[config.mk]
export PLATFORM = sky130hd
export DESIGN_NAME = tcc_sqrt_cell
export DESIGN_NICKNAME = d
export VERILOG_FILES = /design/src/hdl/triangle_circumcircle_and_containment_defines.svh /design/src/hdl/tcc_pkg.sv /design/src/hdl/tcc_sqrt_cell.sv
export SDC_FILE = /design/constraint.sdc
export NUM_CORES = 1
export LEC_CHECK = 0
export ABC_AREA = 1
export BUFFER_PORTS_ARGS = -buffer_cell sky130_fd_sc_hd__buf_2
export CAP_MARGIN = 0
export CORE_MARGIN = 2
export CORE_UTILIZATION = 29
export CTS_BUF_LIST = sky130_fd_sc_hd__clkbuf_8
export CTS_CLUSTER_SIZE = 16
export DETAILED_ROUTE_END_ITERATION = 10
export GPL_TIMING_DRIVEN = 1
export SLEW_MARGIN = 20
export SYNTH_ARGS = -nofsm -noshare
export SYNTH_HDL_FRONTEND = slang
export SYNTH_SLANG_ARGS = --single-unit
[constraint.sdc]
create_clock -name clk -period 2.3 [get_ports clk]
set_input_delay 0.115 -clock clk [delete_from_list [all_inputs] [get_ports clk]]
set_output_delay 0.115 -clock clk [all_outputs]
set_load 0.01 [all_outputs]
[src/hdl/triangle_circumcircle_and_containment_defines.svh]
// assertion macros for the triangle circumcircle block
// used by the top level, no other dependencies
`ifndef TRIANGLE_CIRCUMCIRCLE_AND_CONTAINMENT_DEFINES_SVH
`define TRIANGLE_CIRCUMCIRCLE_AND_CONTAINMENT_DEFINES_SVH

// antecedent implies consequent in the same cycle
`define TCC_ASSERT_IMP(label, clk, rst_n, ante, cons) \
	label: assert property (@(posedge clk) disable iff (!rst_n) (ante) |-> (cons)) \
		else $error("implication check failed");

// condition must never hold
`define TCC_ASSERT_NEVER(label, clk, rst_n, cond) \
	label: assert property (@(posedge clk) disable iff (!rst_n) !(cond)) \
		else $error("forbidden condition seen");

`endif

[src/hdl/tcc_pkg.sv]
// shared constants and types for the triangle circumcircle block
// no dependencies
`default_nettype none

package tcc_pkg;

	localparam int TCC_CW   = 16;
	localparam int TCC_FB   = 8;
	localparam int TCC_DW   = 36;
	localparam int TCC_NW   = 60;
	localparam int TCC_RW   = 33;
	localparam int TCC_SW   = 2 * TCC_RW;
	localparam int TCC_RMW  = TCC_RW + 2;
	localparam int TCC_CDIV = 3;
	localparam int TCC_LAT  = 6 + TCC_NW + 5 + TCC_RW + 1;

	typedef struct packed {
		logic signed [TCC_CW-1:0] a_x;
		logic signed [TCC_CW-1:0] a_y;
		logic signed [TCC_CW-1:0] b_x;
		logic signed [TCC_CW-1:0] b_y;
		logic signed [TCC_CW-1:0] c_x;
		logic signed [TCC_CW-1:0] c_y;
		logic signed [TCC_CW-1:0] query_x;
		logic signed [TCC_CW-1:0] query_y;
	} tcc_in_t;

	typedef struct packed {
		logic               inside_res;
		logic signed [31:0] center_x;
		logic signed [31:0] center_y;
		logic        [31:0] radius;
		logic               degenerate;
		logic               saturated;
	} tcc_out_t;

	typedef struct packed {
		logic [TCC_DW-1:0] rem;
		logic [TCC_NW-1:0] nq;
		logic [TCC_DW-1:0] den;
		logic              neg;
	} tcc_div_t;

	typedef struct packed {
		logic [TCC_RMW-1:0] rem;
		logic [TCC_RW-1:0]  root;
		logic [TCC_SW-1:0]  rest;
	} tcc_sqrt_t;

	typedef struct packed {
		logic                        in_tri;
		logic                        degen;
		logic signed [TCC_CW+TCC_FB-1:0] base_x;
		logic signed [TCC_CW+TCC_FB-1:0] base_y;
	} tcc_side1_t;

	typedef struct packed {
		logic        in_tri;
		logic        degen;
		logic [31:0] cen_x;
		logic [31:0] cen_y;
		logic        csat;
		logic        rover;
	} tcc_side2_t;

endpackage

`default_nettype wire

[src/hdl/tcc_sqrt_cell.sv]
// one restoring square root cell: one root bit per cycle
// depends on tcc_pkg
`default_nettype none

module tcc_sqrt_cell import tcc_pkg::*; (
	input  wire logic      clk,
	input  wire tcc_sqrt_t st_i,
	output tcc_sqrt_t      st_o
);

	logic [TCC_RMW+1:0] t;
	logic [TCC_RMW-1:0] trial;
	logic               ge;
	logic [TCC_RMW-1:0] rem_n;

	always_comb begin
		t     = {st_i.rem, st_i.rest[TCC_SW-1:TCC_SW-2]};
		trial = {st_i.root, 2'b01};
		ge    = t >= (TCC_RMW+2)'(trial);
		rem_n = ge ? TCC_RMW'(t - (TCC_RMW+2)'(trial)) : t[TCC_RMW-1:0];
	end

	always_ff @(posedge clk) begin
		st_o.rem  <= rem_n;
		st_o.root <= {st_i.root[TCC_RW-2:0], ge};
		st_o.rest <= {st_i.rest[TCC_SW-3:0], 2'b00};
	end

endmodule

`default_nettype wire

==> run summary <==
Global routing used 21.62% of the available met1 tracks. In this run the static leakage power is 5.137 nW. The top register by number of flip-flops is st_o. Adding up every negative setup slack in the final design gives 0 ps. Data on the critical path is required at its endpoint by 2650 ps. The pre-CTS setup slack is 106.9 ps, and the worst stage delay on the critical path is 540 ps.

IR analysis of the VDD net gives a maximum drop of 0.0003054 V. The worst hold path was traced through 3 stages. In the routed design, unresolved DRC markers number 0. Once the floorplan was initialized, standard cells occupied 29.47% of the core. The path with the worst hold slack has its endpoint at st_o[100]. The tools report the maximum operating frequency as 462.2 MHz. Max-cap violations in this run came to 0.

The number of buffer and inverter stages on the critical path was 3; the fraction of met3 tracks used by global routing was 4.818%. The cell at the slowest stage of the critical path is dlygate4sd3_1. Clock-pin slew of the registers on the worst-case setup and hold paths: 90 ps. The residual overflow from global routing is 0. The share of the clock period used by the worst path is 94.06%, and the multi-input gate area in the final layout is 0.002968 mm^2. Once placement finished, the instance area stood at 0.007868 mm^2. The number of max-slew violations in the final report is 0, and the number of buffers on the longest clock path is 2. The area taken by flip-flops and latches came out at 0.002643 mm^2.

Data arrives at the worst endpoint at 2510 ps. The initial antenna violation count was 0. The area growth from synthesis to layout is 55.45%. The number of filler cells placed in the layout is 2105, and the count of antenna diodes in the layout is 0. After synthesis the cells add up to 0.006196 mm^2.

Type of element launching the critical path: a primary input. For the number of library cell types mapped by synthesis, the log shows 34. Final period demand of the worst path: 2163 ps.

The number of synthesized register bits is 132, and the worst hold slack after final layout is 49.76 ps. The run gives 0 as the final setup violation count. The setup slack after layout is 136.6 ps.

The tools report the number of nets in the final layout as 1391. Startpoint-to-endpoint class of the critical path: primary input to register. The average size of a mapped cell was 7.687 um^2; the highest net fanout along the worst path was 11.

Post-route cell area: 0.009632 mm^2. From bottom edge to top edge, the die measures 150.2 um. The global routing stage identified its most utilized layer as met2. In the final routed layout, each cell accounts on average for 14.25 um.

In this run the power density over the cells is 631.5 mW/mm^2. The proportion of layout cells with a drive suffix above 1 works out to 31.20%. At the end of routability-driven placement, the weighted congestion stood at 0.8933.

After the first detailed-routing iteration, the DRC count stood at 217. Setup repair after global routing left no endpoint under its margin. The number of sinks on the clock net was 132. TritonCTS built the clock tree.

Summed over all nets, the half-perimeter wirelength after detailed placement is 16510 um. The number of global-route vias before repair was 6398; the number of ports placed on the die boundary was 269. For this block, the via count after detailed routing is 6318. The total count of hold-check failures in the final report came out at 0. The worst setup path is captured at a register. After floorplanning, the core was sized to cover 0.02102 mm^2. The min-delay analysis places its worst path in the category primary input to register. Startpoint of the lowest-slack hold path: st_i[65].

Buffers inserted during clock tree synthesis total 17. In this run the number of H-tree levels came out at 4. The register with the most flip-flops in the layout has 132 of them.

The tools report the overall power consumption as 6.082 mW. The run finished with clean final reports. The overall die width was 150.2 um.

The most used cell along the critical path is nand2_2. The tools report the count of nets left with antenna violations after detail routing as 0. The tools report the first-pass iteration count of the detailed router as 7. Of the synthesized area, sequential elements account for 42.65%.

Post-synthesis cell count: 806. The root buffer cell was clkbuf_8. Wires add up to 21510 um. Grouping stages by cell kind, the critical path spends the most delay in simple AND/OR/NAND/NOR gates. The tools report the met2 usage in global routing as 33.42%. The die covers 0.02255 mm^2.

The Yosys step of the flow raised 0 warnings. The largest registers in the layout are st_o: 132 flops. The logs give 53 for the floorplan row count and 18.45% for the overall global routing resource usage.

The global-route wire length before repair was 32260 um; the pin count of the biggest net entering global routing was 26. The signal on the critical path passes through dlygate4sd3_1 -> buf_2 -> ha_1 -> o21ai_1 -> nand2_2 -> nand2_1 -> nand2_2 -> nand3_1 -> nand2_2 -> nand2_1 -> nand2_2 -> nand2_4 -> clkbuf_16 -> nand3_2 -> nand2_1. The number of buffers inserted by port buffering is 266. In the routed layout, each cell is associated on average with a via count of 4.187.
==> cell usage in the layout (no fill, tap or decap), types with 6 or more instances in the layout <==
master	netlist	layout
nand3_1	39	39
nor2_1	53	52
inv_1	125	126
clkbuf_8	0	17
nand4_1	6	6
nand3b_1	8	8
inv_6	0	6
buf_2	0	266
dfxtp_1	132	132
xor2_1	16	16
nand2_1	259	256
nand2_2	9	12
nand3_2	41	41
dlygate4sd3_1	0	130
buf_12	0	6
a21oi_1	24	23
o21bai_1	7	7
nor2_2	8	9
ha_1	35	34
==> synth_stat cells <==
master,number,share of area (%)
nor2_1,53,3.2
and3_1,1,0.10
nor4_1,3,0.30
nand2_1,259,16
nand4_1,6,0.61
nand3_1,39,3.2
a21oi_1,24,1.9
nand2_2,9,0.91
conb_1,1,0.061
o21ai_0,5,0.40
buf_8,1,0.24
buf_4,2,0.24
nor2_2,8,0.81
o21ai_1,1,0.081
o21bai_1,7,0.85
nand4_4,1,0.34
nand2_4,1,0.18
and2_1,1,0.10
nand3b_1,8,0.97
ha_1,35,7.1
xnor2_1,1,0.14
a21oi_2,2,0.28
o211ai_1,1,0.12
dfxtp_1,132,43
nor2_4,2,0.36
a21o_1,1,0.12
nor3_4,1,0.26
buf_6,9,1.6
nor3_1,5,0.40
inv_2,4,0.24
clkinv_1,1,0.061
nand3_2,41,6.6
xor2_1,16,2.3
inv_1,125,7.6
==> report_power, final <==
| part | total [mW] | leakage [nW] | internal [mW] | switching, mW |
|---|---|---|---|---|
| logic | 1.56 | 3.84 | 0.687 | 0.873 |
| registers | 2.56 | 1.11 | 2.50 | 0.0547 |
| clock network | 1.97 | 0.186 | 0.886 | 1.08 |
==> worst max-delay path by stage <==
stage,start,endpoint,slack [ps],cells past startpoint
2_1_floorplan,st_i[80],st_o[125],670,13
3_3_place_gp,st_i[84],st_o[133],90,13
3_5_place_dp,st_i[80],st_o[120],110,14
4_1_cts,st_i[84],st_o[120],10,13
5_1_grt,st_i[99],st_o[129],0.8,15
6_report,st_i[99],st_o[101],140,15
==> routing by layer <==
metal  part of all wire [%]  wire [um]
met1                     43       9331
met2                     49      10510
met3                    6.6       1411
met4                    1.2        259
met5                      0          0
==> timing repair <==
action,4_1_cts,5_1_grt
endpoints found under the hold margin,130,0
setup buffers,0,2
endpoints found under the setup margin,0,35
gates resized for setup,0,9
hold buffers,130,0
==> layout make-up <==
cell class | count | share of cell area, %
timing repair buffer | 407 | 29.15
sequential | 132 | 27.44
tap | 275 | 3.572
inverter | 130 | 5.066
multi-input combinational | 533 | 30.81
clock inverter | 15 | 1.533
clock buffer | 17 | 2.429
==> cells by family (layout without fill, tap and decap cells) <==
group           count (synthesis)  in the layout  synth area share [%]
simple gates                  438            438                 34.03
buf+inv                       142            569                 9.996
flops                         132            132                 42.65
compound gates                 41             41                 3.797
fa+ha+maj                      35             35                 7.068
xor+xnor                       17             17                 2.403
other cells                     1              2               0.06052
==> tightest hold or removal path: stages <==
cell and delay (ps):
buf_2 120, inv_1 110, o21ai_0 110
==> through the flow <==
stage	util, %	instances
after global routing	45.82	1509
after detailed placement	37.43	1344
after floorplan	-	807
after CTS	45.43	1506
after global placement	37.43	1344
final	45.82	1509
No activity file was read; power rests on OpenSTA's default activity.
