`config.mk`:
```
export PLATFORM = sky130hd
export DESIGN_NAME = tcc_div_cell
export DESIGN_NICKNAME = d
export VERILOG_FILES = /design/src/hdl/triangle_circumcircle_and_containment_defines.svh /design/src/hdl/tcc_pkg.sv /design/src/hdl/tcc_div_cell.sv
export SDC_FILE = /design/constraint.sdc
export NUM_CORES = 1
export LEC_CHECK = 0
export BUFFER_PORTS_ARGS = -buffer_cell sky130_fd_sc_hd__buf_4
export CORE_MARGIN = 2
export CORE_UTILIZATION = 45
export CTS_BUF_LIST = sky130_fd_sc_hd__clkbuf_16
export CTS_CLUSTER_SIZE = 16
export DETAILED_ROUTE_END_ITERATION = 8
export GPL_TIMING_DRIVEN = 0
export PLACE_DENSITY = 0.82
export SLEW_MARGIN = 25
export SYNTH_ARGS = -nofsm -noshare
export SYNTH_HDL_FRONTEND = slang
export SYNTH_SLANG_ARGS = --single-unit
```
`constraint.sdc`:
```
create_clock -name clk -period 4.3 [get_ports clk]
set_input_delay 0.645 -clock clk [delete_from_list [all_inputs] [get_ports clk]]
set_output_delay 0.645 -clock clk [all_outputs]
set_load 0.1 [all_outputs]
```
`src/hdl/triangle_circumcircle_and_containment_defines.svh`:
```
// assertion macros for the triangle circumcircle block
// used by the top level, no other dependencies
`ifndef TRIANGLE_CIRCUMCIRCLE_AND_CONTAINMENT_DEFINES_SVH
`define TRIANGLE_CIRCUMCIRCLE_AND_CONTAINMENT_DEFINES_SVH

// antecedent implies consequent in the same cycle
`define TCC_ASSERT_IMP(label, clk, rst_n, ante, cons) \
	label: assert property (@(posedge clk) disable iff (!rst_n) (ante) |-> (cons)) \
		else $error("implication check failed");

// condition must never hold
`define TCC_ASSERT_NEVER(label, clk, rst_n, cond) \
	label: assert property (@(posedge clk) disable iff (!rst_n) !(cond)) \
		else $error("forbidden condition seen");

`endif

```
`src/hdl/tcc_pkg.sv`:
```
// shared constants and types for the triangle circumcircle block
// no dependencies
`default_nettype none

package tcc_pkg;

	localparam int TCC_CW   = 16;
	localparam int TCC_FB   = 8;
	localparam int TCC_DW   = 36;
	localparam int TCC_NW   = 60;
	localparam int TCC_RW   = 33;
	localparam int TCC_SW   = 2 * TCC_RW;
	localparam int TCC_RMW  = TCC_RW + 2;
	localparam int TCC_CDIV = 3;
	localparam int TCC_LAT  = 6 + TCC_NW + 5 + TCC_RW + 1;

	typedef struct packed {
		logic signed [TCC_CW-1:0] a_x;
		logic signed [TCC_CW-1:0] a_y;
		logic signed [TCC_CW-1:0] b_x;
		logic signed [TCC_CW-1:0] b_y;
		logic signed [TCC_CW-1:0] c_x;
		logic signed [TCC_CW-1:0] c_y;
		logic signed [TCC_CW-1:0] query_x;
		logic signed [TCC_CW-1:0] query_y;
	} tcc_in_t;

	typedef struct packed {
		logic               inside_res;
		logic signed [31:0] center_x;
		logic signed [31:0] center_y;
		logic        [31:0] radius;
		logic               degenerate;
		logic               saturated;
	} tcc_out_t;

	typedef struct packed {
		logic [TCC_DW-1:0] rem;
		logic [TCC_NW-1:0] nq;
		logic [TCC_DW-1:0] den;
		logic              neg;
	} tcc_div_t;

	typedef struct packed {
		logic [TCC_RMW-1:0] rem;
		logic [TCC_RW-1:0]  root;
		logic [TCC_SW-1:0]  rest;
	} tcc_sqrt_t;

	typedef struct packed {
		logic                        in_tri;
		logic                        degen;
		logic signed [TCC_CW+TCC_FB-1:0] base_x;
		logic signed [TCC_CW+TCC_FB-1:0] base_y;
	} tcc_side1_t;

	typedef struct packed {
		logic        in_tri;
		logic        degen;
		logic [31:0] cen_x;
		logic [31:0] cen_y;
		logic        csat;
		logic        rover;
	} tcc_side2_t;

endpackage

`default_nettype wire

```
`src/hdl/tcc_div_cell.sv`:
```
// one restoring division cell: one quotient bit per cycle
// depends on tcc_pkg
`default_nettype none

module tcc_div_cell import tcc_pkg::*; (
	input  wire logic     clk,
	input  wire tcc_div_t lane_i,
	output tcc_div_t      lane_o
);

	logic [TCC_DW:0]   t;
	logic              ge;
	logic [TCC_DW-1:0] rem_n;

	always_comb begin
		t     = {lane_i.rem, lane_i.nq[TCC_NW-1]};
		ge    = t >= {1'b0, lane_i.den};
		rem_n = ge ? TCC_DW'(t - {1'b0, lane_i.den}) : t[TCC_DW-1:0];
	end

	always_ff @(posedge clk) begin
		lane_o.rem <= rem_n;
		lane_o.nq  <= {lane_i.nq[TCC_NW-2:0], ge};
		lane_o.den <= lane_i.den;
		lane_o.neg <= lane_i.neg;
	end

endmodule

`default_nettype wire

```
==> impl_results.html <==
<table>
<tr><th>Metric</th><th>Value</th></tr>
<tr><th colspan="2">Cells and area</th></tr>
<tr><td>N_diodes</td><td>0</td></tr>
<tr><td>Core utilization of the finished layout</td><td>69.0%</td></tr>
<tr><td>Layout cell share with drive strength beyond 1</td><td>41.1%</td></tr>
<tr><td>Register with the highest flop count</td><td>lane_o</td></tr>
<tr><td>Final net count</td><td>981</td></tr>
<tr><td>Fillers</td><td>930</td></tr>
<tr><td>Area growth from synthesis to layout</td><td>51.5%</td></tr>
<tr><td>Top Registers</td><td>lane_o: 133 flops</td></tr>
<tr><td>Largest register FFs</td><td>133</td></tr>
<tr><th colspan="2">Route</th></tr>
<tr><td>Post-detailed-route count of antenna-violating nets</td><td>0</td></tr>
<tr><td>Routed wire per std cell</td><td>16.6 um</td></tr>
<tr><td>Ratio of routed vias to standard cells</td><td>5.09</td></tr>
<tr><td>Number of design rule violations left after detail routing</td><td>0</td></tr>
<tr><td>Aggregate routed wire length</td><td>16,100 um</td></tr>
<tr><td>Violation count after the first detailed-route iteration</td><td>223</td></tr>
<tr><td>Total via count after detailed routing</td><td>4,933</td></tr>
<tr><td>Router iterations before antenna repair</td><td>7</td></tr>
<tr><th colspan="2">Yosys</th></tr>
<tr><td>Cells after synthesis</td><td>525</td></tr>
<tr><td>Total of warnings raised by yosys</td><td>0</td></tr>
<tr><td>Synthesized netlist net count</td><td>696</td></tr>
<tr><td>Synthesized area</td><td>5430 um2</td></tr>
<tr><td>Synth top area share</td><td>49.1%</td></tr>
<tr><td>Top_reg_cell synth</td><td>dfxtp_1</td></tr>
<tr><td>Number of flip-flops and latches in the synthesized netlist</td><td>133</td></tr>
<tr><td>Synthesized area per cell</td><td>10.3 um2</td></tr>
<tr><td>Number of distinct library cells after synthesis</td><td>57</td></tr>
<tr><td>Proportion of synthesized chip area in sequential cells</td><td>49.1%</td></tr>
<tr><td>Post-synthesis cell type with the largest combined area</td><td>dfxtp_1</td></tr>
<tr><td>Proportion of synthesized flip-flops having asynchronous set or reset</td><td>0%</td></tr>
<tr><td>EDFF count, synth</td><td>0</td></tr>
<tr><td>Top area cells in the synthesized netlist</td><td>dfxtp_1 (49%), ha_1 (8.3%), mux2_4 (5.8%)</td></tr>
<tr><th colspan="2">Timing</th></tr>
<tr><td>Unrepaired setup endpoints after global routing</td><td>no</td></tr>
<tr><td>Worst-case headroom to the max-slew limit</td><td>58.5%</td></tr>
<tr><td>Final hold viol count</td><td>0</td></tr>
<tr><td>Final Setup Violations</td><td>0</td></tr>
<tr><td>Post-route minimum period</td><td>3.18 ns</td></tr>
<tr><td>Slack of the critical path</td><td>1.12 ns</td></tr>
<tr><td>Worst Max-Slew Pin Slew</td><td>0.623 ns</td></tr>
<tr><td>Max-slew violations</td><td>0</td></tr>
<tr><td>Setup TNS</td><td>0 ns</td></tr>
<tr><td>Share of the clock period used by the worst path</td><td>74.1%</td></tr>
<tr><td>Highest attainable clock frequency</td><td>314 MHz</td></tr>
<tr><th colspan="2">Critical path</th></tr>
<tr><td>Worst Path Max Fanout</td><td>5</td></tr>
<tr><td>Setup crit start kind</td><td>primary input</td></tr>
<tr><td>Crit Path Class</td><td>primary input to flop</td></tr>
<tr><td>Required arrival time at the worst endpoint</td><td>4.58 ns</td></tr>
<tr><td>Endpoint arrival time on the critical path</td><td>3.46 ns</td></tr>
<tr><td>Crit path capture type</td><td>flop</td></tr>
<tr><th colspan="2">Clock tree</th></tr>
<tr><td>Clock-pin slew reported for the worst setup and hold paths after clock tree synthesis</td><td>0.06 ns</td></tr>
<tr><td>Inserted Clock Buffers</td><td>17</td></tr>
<tr><td>Clock tree root driver cell</td><td>clkbuf_16</td></tr>
<tr><td>TritonCTS clock tree</td><td>built</td></tr>
<tr><td>Hold bufs inserted after CTS</td><td>0</td></tr>
<tr><td>Count of instances resized after the clock tree is built</td><td>0</td></tr>
<tr><td>Setup Fix Bufs, Post-CTS</td><td>0</td></tr>
<tr><td>Bufs on Longest Clock Path</td><td>2</td></tr>
<tr><td>Maximum level of the CTS H-tree</td><td>4</td></tr>
<tr><td>CTS sink cnt</td><td>133</td></tr>
<tr><th colspan="2">Worst hold path</th></tr>
<tr><td>Hold Path Origin</td><td>lane_i[64]</td></tr>
<tr><td>Hold Crit Endpoint</td><td>lane_o[65]$_DFF_P_</td></tr>
<tr><td>Hold Path Class</td><td>primary input to flop</td></tr>
<tr><td>Cell depth of the worst min-delay path</td><td>1</td></tr>
<tr><th colspan="2">Global route</th></tr>
<tr><td>Largest net degree at the start of global routing</td><td>17</td></tr>
<tr><td>All-layer global routing usage</td><td>24.1%</td></tr>
<tr><td>Number of antenna violations at the first check in global routing</td><td>0</td></tr>
<tr><td>Vias in the first global route</td><td>5,017</td></tr>
<tr><td>Total congestion overflow</td><td>0</td></tr>
<tr><td>First-pass GRT wire length</td><td>24,300 um</td></tr>
<tr><th colspan="2">Power and ir drop</th></tr>
<tr><td>Overall power consumption</td><td>4.56 mW</td></tr>
<tr><td>Pwr/cell area</td><td>555 nW/um2</td></tr>
<tr><td>Leakage power of the design</td><td>4.10 nW</td></tr>
<tr><td>VDD IR-drop max</td><td>246 uV</td></tr>
<tr><th colspan="2">Floorplan</th></tr>
<tr><td>Ports</td><td>267</td></tr>
<tr><td>Die X</td><td>114 um</td></tr>
<tr><td>Die area</td><td>13,000 um2</td></tr>
<tr><td>Std-Cell Rows</td><td>40</td></tr>
<tr><td>Starting density of the core</td><td>45.6%</td></tr>
<tr><td>Chip Height</td><td>114 um</td></tr>
<tr><td>Placeable Area</td><td>11,900 um2</td></tr>
<tr><th colspan="2">Placement</th></tr>
<tr><td>Sum of net half-perimeters after detailed placement</td><td>12,700 um</td></tr>
<tr><td>Number of input and output port buffers inserted</td><td>266</td></tr>
<tr><td>Final RePlAce weighted congestion</td><td>0.923</td></tr>
<tr><td>Setup slack at placement</td><td>0.705 ns</td></tr>
<tr><th colspan="2">Flow run</th></tr>
<tr><td>MaxCap Viol Count</td><td>0</td></tr>
<tr><th colspan="2">Outcome</th></tr>
<tr><td>Run status</td><td>completed</td></tr>
</table>
[through the flow]
| step | cells | area [um2] | hold slack (ns) |
|---|---|---|---|
| after floorplan | 525 | 5430 | 0.673 |
| after global routing | 970 | 8220 | 0.314 |
| after detailed placement | 938 | 7610 | 0.750 |
| after CTS | 970 | 8220 | 0.313 |
| final | 970 | 8220 | 0.324 |
| after global placement | 938 | 7610 | 0.750 |
[layout make-up]
class / count / area, um2 / area share [%]
sequential: 133 / 2660 / 32.4
multi-input combinational: 328 / 2480 / 30.2
tap: 147 / 184 / 2.24
timing repair buffer: 266 / 2000 / 24.3
clock buffer: 17 / 425 / 5.17
buffer: 16 / 98.8 / 1.20
inverter: 48 / 183 / 2.22
clock inverter: 15 / 190 / 2.31
[metal layers]
metal  vias to the layer above  wire [um]  part of all wire (%)  global-route usage, %
met5                         -          0                     0                      0
met4                         0        617                   3.8                   12.0
met3                        44       1310                   8.1                   7.60
met2                       212       8170                    51                   43.7
met1                      2261       6020                    37                   25.2
li1                       2416          -                     -                      -
[worst max path at each step]
stage                                     end  slack (ns)       from  depth (start not counted)
after floorplan           lane_o[101]$_DFF_P_        1.08  lane_i[7]                         14
after global placement    lane_o[131]$_DFF_P_        0.68  lane_i[1]                         12
after detailed placement  lane_o[131]$_DFF_P_        0.70  lane_i[1]                         12
after CTS                 lane_o[131]$_DFF_P_        1.12  lane_i[1]                         12
after global routing      lane_o[131]$_DFF_P_        0.95  lane_i[1]                         12
final                     lane_o[131]$_DFF_P_        1.12  lane_i[1]                         12
[power breakdown]
part	internal, mW	switching (mW)
combinational	0.451	1.22
clock	0.928	0.581
sequential	1.36	0.0344
total	2.73	1.83
[layout by cell type (no fill, tap or decap), drive strengths merged, types with 2 or more instances in the layout]
cell type / instances
buf: 272
a22o: 2
a31oi: 4
o21a: 7
mux2: 23
o211ai: 5
xor2: 4
and3: 4
o31ai: 4
and2: 3
bufinv: 3
clkbuf: 27
xnor2: 24
nand3: 13
a41oi: 3
or2: 3
o211a: 2
nor2b: 6
nor3: 13
clkinv: 4
inv: 56
o21bai: 7
dfxtp: 133
nand4: 8
a211oi: 2
a21oi: 44
or3: 7
o21ai: 23
nor2: 22
nand2: 22
a311oi: 3
a31o: 3
ha: 36
a21o: 15
[cell usage after synthesis (all sizes together), types with 2 or more instances]
library cell	count
inv	48
a21o	15
xor2	4
mux2	23
clkbuf	10
o21ai	23
a211oi	2
o31ai	4
o21a	7
nor2b	6
or3	7
o21bai	7
a21oi	44
o211a	2
a41oi	3
xnor2	24
nand2	22
or2	3
a311oi	3
ha	36
a31o	3
nand3	13
and3	4
buf	6
nand4	8
and2	3
dfxtp	133
o211ai	5
a31oi	4
a22o	2
nor3	13
nor2	22
[cell families (layout without fill, tap and decap cells)]
group                    Yosys count  in the layout  synth area share [%]
AO/OA/AOI/OAI                    135            135                  16.4
XOR/XNOR                          28             28                  4.52
adder cells (fa/ha/maj)           37             37                  8.67
buffers and inverters             64            362                  5.19
flip-flops                       133            133                  49.1
multiplexers                      24             24                  6.41
AND/OR/NAND/NOR                  104            104                  9.71
[critical path, cell delays in order]
cell,delay (ns)
buf_4,0.12
ha_1,0.21
fa_1,0.41
nor2b_1,0.18
o211ai_1,0.17
a31o_2,0.31
a2111oi_0,0.34
or3_1,0.18
clkbuf_1,0.24
a21oi_1,0.18
a311oi_1,0.31
o21ai_0,0.17
Power figures use the tool's default switching activity.
